`src/hw/rtl/itoa_pkg.sv`:
```
// Shared types, constants and the BCD shift step for the signed decimal text unit.
// Used by every module under hw/rtl; depends on nothing.
`timescale 1ns / 1ps

package itoa_pkg;

   localparam int VALUE_W       = 32;
   localparam int CHAR_W        = 8;
   localparam int DIGIT_W       = 4;
   localparam int NUM_DIGITS    = 10;
   localparam int BITS_PER_STEP = 4;
   localparam int CONV_STEPS    = VALUE_W / BITS_PER_STEP;
   localparam int DIGIT_IDX_W   = $clog2(NUM_DIGITS);
   localparam int STEP_CNT_W    = $clog2(CONV_STEPS);
   localparam int BCD_W         = NUM_DIGITS * DIGIT_W;
   localparam int QUEUE_DEPTH   = 2;

   localparam logic [CHAR_W-1:0] CHAR_ZERO  = 8'h30;
   localparam logic [CHAR_W-1:0] CHAR_MINUS = 8'h2D;

   typedef logic [NUM_DIGITS-1:0][DIGIT_W-1:0] bcd_type;

   // Classified number waiting for conversion
   typedef struct packed {
      logic               negative;
      logic [VALUE_W-1:0] magnitude;
   } item_type;

   // Converted number handed to the character stage
   typedef struct packed {
      logic    negative;
      bcd_type digits;
   } text_type;

   typedef enum logic [1:0] {
      CONV_IDLE,
      CONV_RUN,
      CONV_DONE
   } conv_state_type;

   // One shift-add-3 step: fix up digits of five or more, then shift a bit in
   function automatic bcd_type dabble_bit(bcd_type bcd, logic bit_in);
      bcd_type          adj;
      logic [BCD_W-1:0] flat;
      adj = bcd;
      for (int i = 0; i < NUM_DIGITS; i++) begin
         if (adj[i] >= 4'd5) begin
            adj[i] = adj[i] + 4'd3;
         end
      end
      flat = adj;
      return bcd_type'({flat[BCD_W-2:0], bit_in});
   endfunction

endpackage

```
`src/hw/rtl/itoa_front.sv`:
```
// Front stage: takes request beats, splits off the sign and forms the magnitude.
// Depends on itoa_pkg; feeds itoa_queue.
`timescale 1ns / 1ps

module itoa_front (
   input  logic                                req_tvalid,
   output logic                                req_tready,
   input  logic signed [itoa_pkg::VALUE_W-1:0] req_tdata,  // [31:0] value
   output logic                                push,
   output itoa_pkg::item_type                  push_item,
   input  logic                                full
);
   import itoa_pkg::*;

   logic [VALUE_W-1:0] raw;

   // Accept whenever the queue has room
   assign req_tready = !full;
   assign push       = req_tvalid && !full;

   // Widen-free negate: the most negative value maps onto itself as unsigned
   assign raw                = req_tdata;
   assign push_item.negative = raw[VALUE_W-1];
   assign push_item.magnitude = raw[VALUE_W-1] ? (~raw + {{(VALUE_W-1){1'b0}}, 1'b1}) : raw;

endmodule

```
`src/hw/rtl/itoa_queue.sv`:
```
// Short FIFO of classified numbers between the front stage and the converter.
// Depends on itoa_pkg.
`timescale 1ns / 1ps

module itoa_queue #(
   parameter int DEPTH = itoa_pkg::QUEUE_DEPTH
) (
   input  logic               clock,
   input  logic               reset,
   input  logic               push,
   input  itoa_pkg::item_type push_item,
   output logic               full,
   input  logic               pop,
   output itoa_pkg::item_type head_item,
   output logic               empty
);
   import itoa_pkg::*;

   localparam int PTR_W = (DEPTH > 1) ? $clog2(DEPTH) : 1;
   localparam int CNT_W = $clog2(DEPTH + 1);

   item_type         entry_ff [DEPTH];
   logic [PTR_W-1:0] wr_ptr_ff, wr_ptr_in;
   logic [PTR_W-1:0] rd_ptr_ff, rd_ptr_in;
   logic [CNT_W-1:0] count_ff, count_in;
   logic             do_push, do_pop;

   assign full      = (count_ff == CNT_W'(DEPTH));
   assign empty     = (count_ff == '0);
   assign do_push   = push && !full;
   assign do_pop    = pop && !empty;
   assign head_item = entry_ff[rd_ptr_ff];

   // Advance pointers with wrap, track fill level
   always_comb begin
      wr_ptr_in = wr_ptr_ff;
      rd_ptr_in = rd_ptr_ff;
      count_in  = count_ff;
      if (do_push) begin
         wr_ptr_in = (wr_ptr_ff == PTR_W'(DEPTH - 1)) ? '0 : wr_ptr_ff + 1'b1;
      end
      if (do_pop) begin
         rd_ptr_in = (rd_ptr_ff == PTR_W'(DEPTH - 1)) ? '0 : rd_ptr_ff + 1'b1;
      end
      if (do_push && !do_pop) begin
         count_in = count_ff + 1'b1;
      end else if (do_pop && !do_push) begin
         count_in = count_ff - 1'b1;
      end
   end

   always_ff @(posedge clock) begin
      if (reset) begin
         wr_ptr_ff <= '0;
         rd_ptr_ff <= '0;
         count_ff  <= '0;
      end else begin
         wr_ptr_ff <= wr_ptr_in;
         rd_ptr_ff <= rd_ptr_in;
         count_ff  <= count_in;
      end
   end

   // Store entries
   always_ff @(posedge clock) begin
      if (do_push) begin
         entry_ff[wr_ptr_ff] <= push_item;
      end
   end

endmodule

```
`src/hw/rtl/itoa_conv.sv`:
```
// Converter: turns a binary magnitude into ten BCD digits, four bits per cycle.
// Depends on itoa_pkg; pops itoa_queue and hands results to itoa_emit.
`timescale 1ns / 1ps

module itoa_conv (
   input  logic               clock,
   input  logic               reset,
   input  itoa_pkg::item_type head_item,
   input  logic               empty,
   output logic               pop,
   output itoa_pkg::text_type text,
   output logic               text_valid,
   input  logic               text_take
);
   import itoa_pkg::*;

   conv_state_type        state_ff, state_in;
   logic                  negative_ff, negative_in;
   logic [VALUE_W-1:0]    shift_ff, shift_in;
   bcd_type               bcd_ff, bcd_in;
   logic [STEP_CNT_W-1:0] step_ff, step_in;
   bcd_type               bcd_step;
   logic                  load;

   assign text_valid    = (state_ff == CONV_DONE);
   assign text.negative = negative_ff;
   assign text.digits   = bcd_ff;

   // Shift the top bits of the magnitude into the digit register
   always_comb begin
      bcd_step = bcd_ff;
      for (int k = 0; k < BITS_PER_STEP; k++) begin
         bcd_step = dabble_bit(bcd_step, shift_ff[VALUE_W-1-k]);
      end
   end

   // Sequence load, run and hand-off
   always_comb begin
      state_in    = state_ff;
      negative_in = negative_ff;
      shift_in    = shift_ff;
      bcd_in      = bcd_ff;
      step_in     = step_ff;
      load        = 1'b0;
      case (state_ff)
         CONV_IDLE: begin
            if (!empty) begin
               load = 1'b1;
            end
         end
         CONV_RUN: begin
            bcd_in   = bcd_step;
            shift_in = shift_ff << BITS_PER_STEP;
            step_in  = step_ff + 1'b1;
            if (step_ff == STEP_CNT_W'(CONV_STEPS - 1)) begin
               state_in = CONV_DONE;
            end
         end
         CONV_DONE: begin
            if (text_take) begin
               if (!empty) begin
                  load = 1'b1;
               end else begin
                  state_in = CONV_IDLE;
               end
            end
         end
         default: begin
            state_in = CONV_IDLE;
         end
      endcase
      if (load) begin
         state_in    = CONV_RUN;
         negative_in = head_item.negative;
         shift_in    = head_item.magnitude;
         bcd_in      = '0;
         step_in     = '0;
      end
   end

   assign pop = load;

   always_ff @(posedge clock) begin
      if (reset) begin
         state_ff <= CONV_IDLE;
         step_ff  <= '0;
      end else begin
         state_ff <= state_in;
         step_ff  <= step_in;
      end
   end

   always_ff @(posedge clock) begin
      negative_ff <= negative_in;
      shift_ff    <= shift_in;
      bcd_ff      <= bcd_in;
   end

endmodule

```
`src/hw/rtl/itoa_emit.sv`:
```
// Character stage: sends sign and significant digits, one beat per rsp_tready cycle.
// Depends on itoa_pkg; takes converted numbers from itoa_conv.
`timescale 1ns / 1ps

module itoa_emit (
   input  logic                          clock,
   input  logic                          reset,
   input  itoa_pkg::text_type            text,
   input  logic                          text_valid,
   output logic                          text_take,
   output logic                          rsp_tvalid,
   input  logic                          rsp_tready,
   output logic [itoa_pkg::CHAR_W-1:0]   rsp_tdata,  // [7:0] character
   output logic                          rsp_tlast   // last
);
   import itoa_pkg::*;

   logic                   active_ff, active_in;
   logic                   sign_ff, sign_in;
   bcd_type                digits_ff, digits_in;
   logic [DIGIT_IDX_W-1:0] pos_ff, pos_in;
   logic [DIGIT_IDX_W-1:0] lead;
   logic                   beat;
   logic                   last_char;

   assign last_char  = !sign_ff && (pos_ff == '0);
   assign beat       = active_ff && rsp_tready;
   assign text_take  = text_valid && (!active_ff || (rsp_tready && last_char));
   assign rsp_tvalid = active_ff;
   assign rsp_tlast  = last_char;
   assign rsp_tdata  = sign_ff ? CHAR_MINUS : (CHAR_ZERO + CHAR_W'(digits_ff[pos_ff]));

   // Find the highest nonzero digit; zero keeps the units digit
   always_comb begin
      lead = '0;
      for (int i = 0; i < NUM_DIGITS; i++) begin
         if (text.digits[i] != '0) begin
            lead = DIGIT_IDX_W'(i);
         end
      end
   end

   // Load a new number or step down one character per beat
   always_comb begin
      active_in = active_ff;
      sign_in   = sign_ff;
      digits_in = digits_ff;
      pos_in    = pos_ff;
      if (text_take) begin
         active_in = 1'b1;
         sign_in   = text.negative;
         digits_in = text.digits;
         pos_in    = lead;
      end else if (beat) begin
         if (sign_ff) begin
            sign_in = 1'b0;
         end else if (pos_ff == '0) begin
            active_in = 1'b0;
         end else begin
            pos_in = pos_ff - 1'b1;
         end
      end
   end

   always_ff @(posedge clock) begin
      if (reset) begin
         active_ff <= 1'b0;
         sign_ff   <= 1'b0;
      end else begin
         active_ff <= active_in;
         sign_ff   <= sign_in;
      end
   end

   always_ff @(posedge clock) begin
      digits_ff <= digits_in;
      pos_ff    <= pos_in;
   end

endmodule

```
`src/hw/rtl/signed_int_to_decimal_ascii_unit.sv`:
```
// Signed 32-bit integer to decimal ASCII text, most significant character first.
// A request beat goes through the queue, the converter (four bits per step)
// and a load into the character stage before its first character is sent.
// Numbers give N = 1..11 characters; the character stage sends one beat per
// cycle when rsp_tready is high, while the next number converts.
// Reset clears the queue, converter and character stage; no clearing pass.
`timescale 1ns / 1ps

module signed_int_to_decimal_ascii_unit #(
   parameter int QUEUE_DEPTH = itoa_pkg::QUEUE_DEPTH
) (
   input  logic                                clock,
   input  logic                                reset,
   input  logic                                req_tvalid,
   output logic                                req_tready,
   input  logic signed [itoa_pkg::VALUE_W-1:0] req_tdata,  // [31:0] value
   output logic                                rsp_tvalid,
   input  logic                                rsp_tready,
   output logic [itoa_pkg::CHAR_W-1:0]         rsp_tdata,  // [7:0] character
   output logic                                rsp_tlast   // last
);
   import itoa_pkg::*;

   logic     push, full, pop, empty;
   item_type push_item, head_item;
   text_type text;
   logic     text_valid, text_take;

   // Classify incoming numbers
   itoa_front u_front (
      .req_tvalid (req_tvalid),
      .req_tready (req_tready),
      .req_tdata  (req_tdata),
      .push       (push),
      .push_item  (push_item),
      .full       (full)
   );

   // Decouple front and back
   itoa_queue #(
      .DEPTH (QUEUE_DEPTH)
   ) u_queue (
      .clock     (clock),
      .reset     (reset),
      .push      (push),
      .push_item (push_item),
      .full      (full),
      .pop       (pop),
      .head_item (head_item),
      .empty     (empty)
   );

   // Convert magnitude to BCD
   itoa_conv u_conv (
      .clock      (clock),
      .reset      (reset),
      .head_item  (head_item),
      .empty      (empty),
      .pop        (pop),
      .text       (text),
      .text_valid (text_valid),
      .text_take  (text_take)
   );

   // Send characters
   itoa_emit u_emit (
      .clock      (clock),
      .reset      (reset),
      .text       (text),
      .text_valid (text_valid),
      .text_take  (text_take),
      .rsp_tvalid (rsp_tvalid),
      .rsp_tready (rsp_tready),
      .rsp_tdata  (rsp_tdata),
      .rsp_tlast  (rsp_tlast)
   );

endmodule
```
`config.mk`:
```
export PLATFORM = sky130hd
export DESIGN_NAME = signed_int_to_decimal_ascii_unit
export DESIGN_NICKNAME = d
export VERILOG_FILES = /design/src/hw/rtl/itoa_pkg.sv /design/src/hw/rtl/itoa_front.sv /design/src/hw/rtl/itoa_queue.sv /design/src/hw/rtl/itoa_conv.sv /design/src/hw/rtl/itoa_emit.sv /design/src/hw/rtl/signed_int_to_decimal_ascii_unit.sv
export SDC_FILE = /design/constraint.sdc
export NUM_CORES = 1
export LEC_CHECK = 0
export ABC_AREA = 1
export BUFFER_PORTS_ARGS = -buffer_cell sky130_fd_sc_hd__buf_4
export CORE_MARGIN = 2
export CORE_UTILIZATION = 60
export DETAILED_ROUTE_END_ITERATION = 12
export HOLD_SLACK_MARGIN = 0.12
export PLACE_DENSITY_LB_ADDON = 0.05
export SYNTH_ARGS = -nofsm -noshare
export SYNTH_HDL_FRONTEND = slang
export SYNTH_HIERARCHICAL = 1
export SYNTH_SLANG_ARGS = --single-unit
```
`constraint.sdc`:
```
create_clock -name clock -period 5.95 [get_ports clock]
set_input_delay 1.19 -clock clock [delete_from_list [all_inputs] [get_ports clock]]
set_output_delay 1.19 -clock clock [all_outputs]
set_load 0.005 [all_outputs]
```
==> metrics.txt <==
outcome completed; share of post-route cells with drive strength above 1 17.9%; final count of pins violating max slew 0; Clock Sink Count 195; launching element of the worst setup path u_emit/pos_ff[0]; number of flops mapped to enable cells by yosys about 140; per-cell via count in the routed design 5.28; # port buffers 43; category of the worst setup path launch point flop; routed via count 10168; worst setup timing slack at the placement stage 1.73 ns; Final Setup Violations 0; area share of and/or/nand/nor cells after synthesis 33.5%; final antenna diode count 0; number of cells in the design after placement 1894; cell count after synthesis approximately 1600; worst endpoint required time 5.95 ns; remaining antenna violation count after routing 0; total negative setup slack 0 ns; Arr. time, crit path approximately 4.3 ns; global routing usage summed across all routing layers 23.6%; total of fill cells in the finished design 1780; largest net degree at the start of global routing 53; minimum clock period 4.27 ns; Inserted Clock Buffers 17; post-route DRC violation count 0; wire length after detailed routing approximately 26000 um; antenna violations before repair 0; number of buffers on the longest clock path 2; die outline width ~150 um; proportion of synthesized chip area in sequential cells 41.3%; cts repair resizes 0; total half-perimeter wirelength after legalization and detailed placement 19300 um; post-route clock period utilization a little under three quarters; Synth Register Bits 195; sum of overflow across all layers after global routing 0; initial core utilization 61.2%; number of library cell types mapped by synthesis 52; adder and majority gate portion of the synthesized area between 3 and 4%; area taken by multi-input logic gates 6530 um2; Register Area 5340 um2; number of top-level pins 47; Max Cap Viol 0; critical path class reg2reg; Layout Skew 0.0108 ns; average routed wire per standard cell 13.3 um; dominant combinational cell family by area after synthesis simple AND/OR/NAND/NOR gates; critical path endpoint category flop; clock tree from TritonCTS built; # H-tree levels 4; area enclosed by the die boundary 22700 um2; fraction of the mapped netlist area in compound gates under 10%; Slew headroom 25.2%; f_max 234 MHz; area share of xor/xnor cells in the synthesized design 1.96%; Hold Startpoint u_conv/step_ff[1]; Post-Synthesis Cell Area 12900 um2; wire length of the first global-routing pass 43100 um; number of buffers inserted by post-CTS setup repair 0; Final Hold Violating Endpoints 0; area delta synth->final 9.00%; reg2reg start u_emit/pos_ff[0]; site row count 53; total number of yosys warnings 6; placeable core region 21100 um2; post-route setup slack 1.68 ns; clock slew at the register clock pins of the worst setup and hold paths 0.08 ns; maximum fanout along the worst path between 50 and 60; violation count after the first detailed-routing iteration 505; fraction of registers with async set or reset after synthesis 0%; post-synthesis mux area share approximately 3.8%; Die Height 151 um; Main synth FF type edfxtp_1; worst skew pair latency 0.44 ns; root cell of the clock tree clkbuf_16; average cell area after synthesis between 8 and 9 um2; non-filler cells, final 1926; via count of the first global-routing pass 9453; measured slew at the worst slew-check pin ~1.1 ns; number of detailed-route iterations in the first pass 7; RSZ-0062 raised after global routing no; routability cong. roughly 0.9; total number of nets in the final design 1714; total of hold buffers inserted after clock tree synthesis 0; Tightest Hold Check Type reg2reg
-- cells in the mapped netlist, types with 6 or more instances --
master	number	area [um2]
o21ai_1	11	55.1
and2_1	9	56.3
o211ai_1	11	82.6
nand2_4	16	180
mux2_4	30	450
nand2_2	72	450
xor2_1	14	123
nand3_1	133	666
nor2_1	107	402
a21oi_1	30	150
xnor2_1	8	70.1
nand3b_1	8	60.1
nand2_1	461	1730
clkbuf_1	15	56.3
o22ai_1	16	100
o21ai_2	19	166
o21ai_0	50	250
nand4_1	29	181
nand3_2	31	310
inv_1	207	777
buf_4	7	52.6
nor2_4	6	67.6
edfxtp_1	143	4290
dfxtp_1	52	1040
inv_2	11	41.3
ha_1	40	500
-- through the flow --
stage,area [um2],hold slack (ns),util [%]
after global placement,13400,0.452,63.6
after global routing,14100,0.494,66.7
after floorplan,12900,0.430,-
after detailed placement,13400,0.461,63.6
after CTS,14100,0.473,66.7
final,14100,0.474,66.7
-- kinds of logic after synthesis --
group / count (synthesis)
AND/OR/NAND/NOR: 896
buffers and inverters: 255
flip-flops: 195
AO/OA/AOI/OAI: 155
adder cells (fa/ha/maj): 40
multiplexers: 33
XOR/XNOR: 25
other: 2
-- layout by cell type (no fill, tap or decap), drive strengths merged, types with 12 or more instances in the layout --
cell type and count:
a21oi 31, buf 50, clkbuf 17, clkinv 12, dfxtp 52, edfxtp 143, ha 40, inv 224
mux2 33, nand2 549, nand3 167, nand4 29, nor2 119, o21ai 80, o22ai 16, xor2 17
-- worst max-delay path: stages (launching register included) --
cell and delay [ns]:
edfxtp_1 0.74, inv_1 0.47, ha_1 0.36, nand2_4 0.09, nor3_4 0.04, nand2_2 0.09, a21oi_4 0.07, o21a_1 0.19
buf_4 0.24, nor2_1 0.79, inv_2 0.71
-- path summary, 6_finish.rpt --
check             slack, ns  cells past startpoint                   to
setup / recovery       1.68                     10  u_conv/shift_ff[30]
hold / removal         0.47                      2    u_conv/step_ff[1]
setup reg to reg       1.68                     10  u_conv/shift_ff[30]
hold reg to reg        0.47                      2    u_conv/step_ff[1]
-- layer usage --
layer	share of wire (%)	GRT usage, %	vias up
li1	-	-	5323
met3	3.3	2.85	35
met4	2.3	7.85	0
met2	50	42.2	167
met1	45	29.8	4643
met5	0	0	-
-- flip-flops by register name, indices dropped and copies added (netlist names), 2 cells and up, named ones only --
signal,count
u_conv/step_ff,3
u_conv/text,40
u_queue/count_ff,2
u_conv/shift_ff,32
u_emit/pos_ff,4
u_queue/entry_ff,66
u_emit/digits_ff,40
u_conv/state_ff,2
-- final cells by class --
type	count	share of cell area, %
well taps	275	2.45
clock buffers	17	3.02
inverters	222	5.93
flip-flops and latches	195	37.9
clock inverters	15	1.56
repair buffers	50	2.67
multi-input cells	1152	46.4
Power is not shown: default switching activity piles up to over one toggle a cycle in this logic, so the estimate is an artifact.
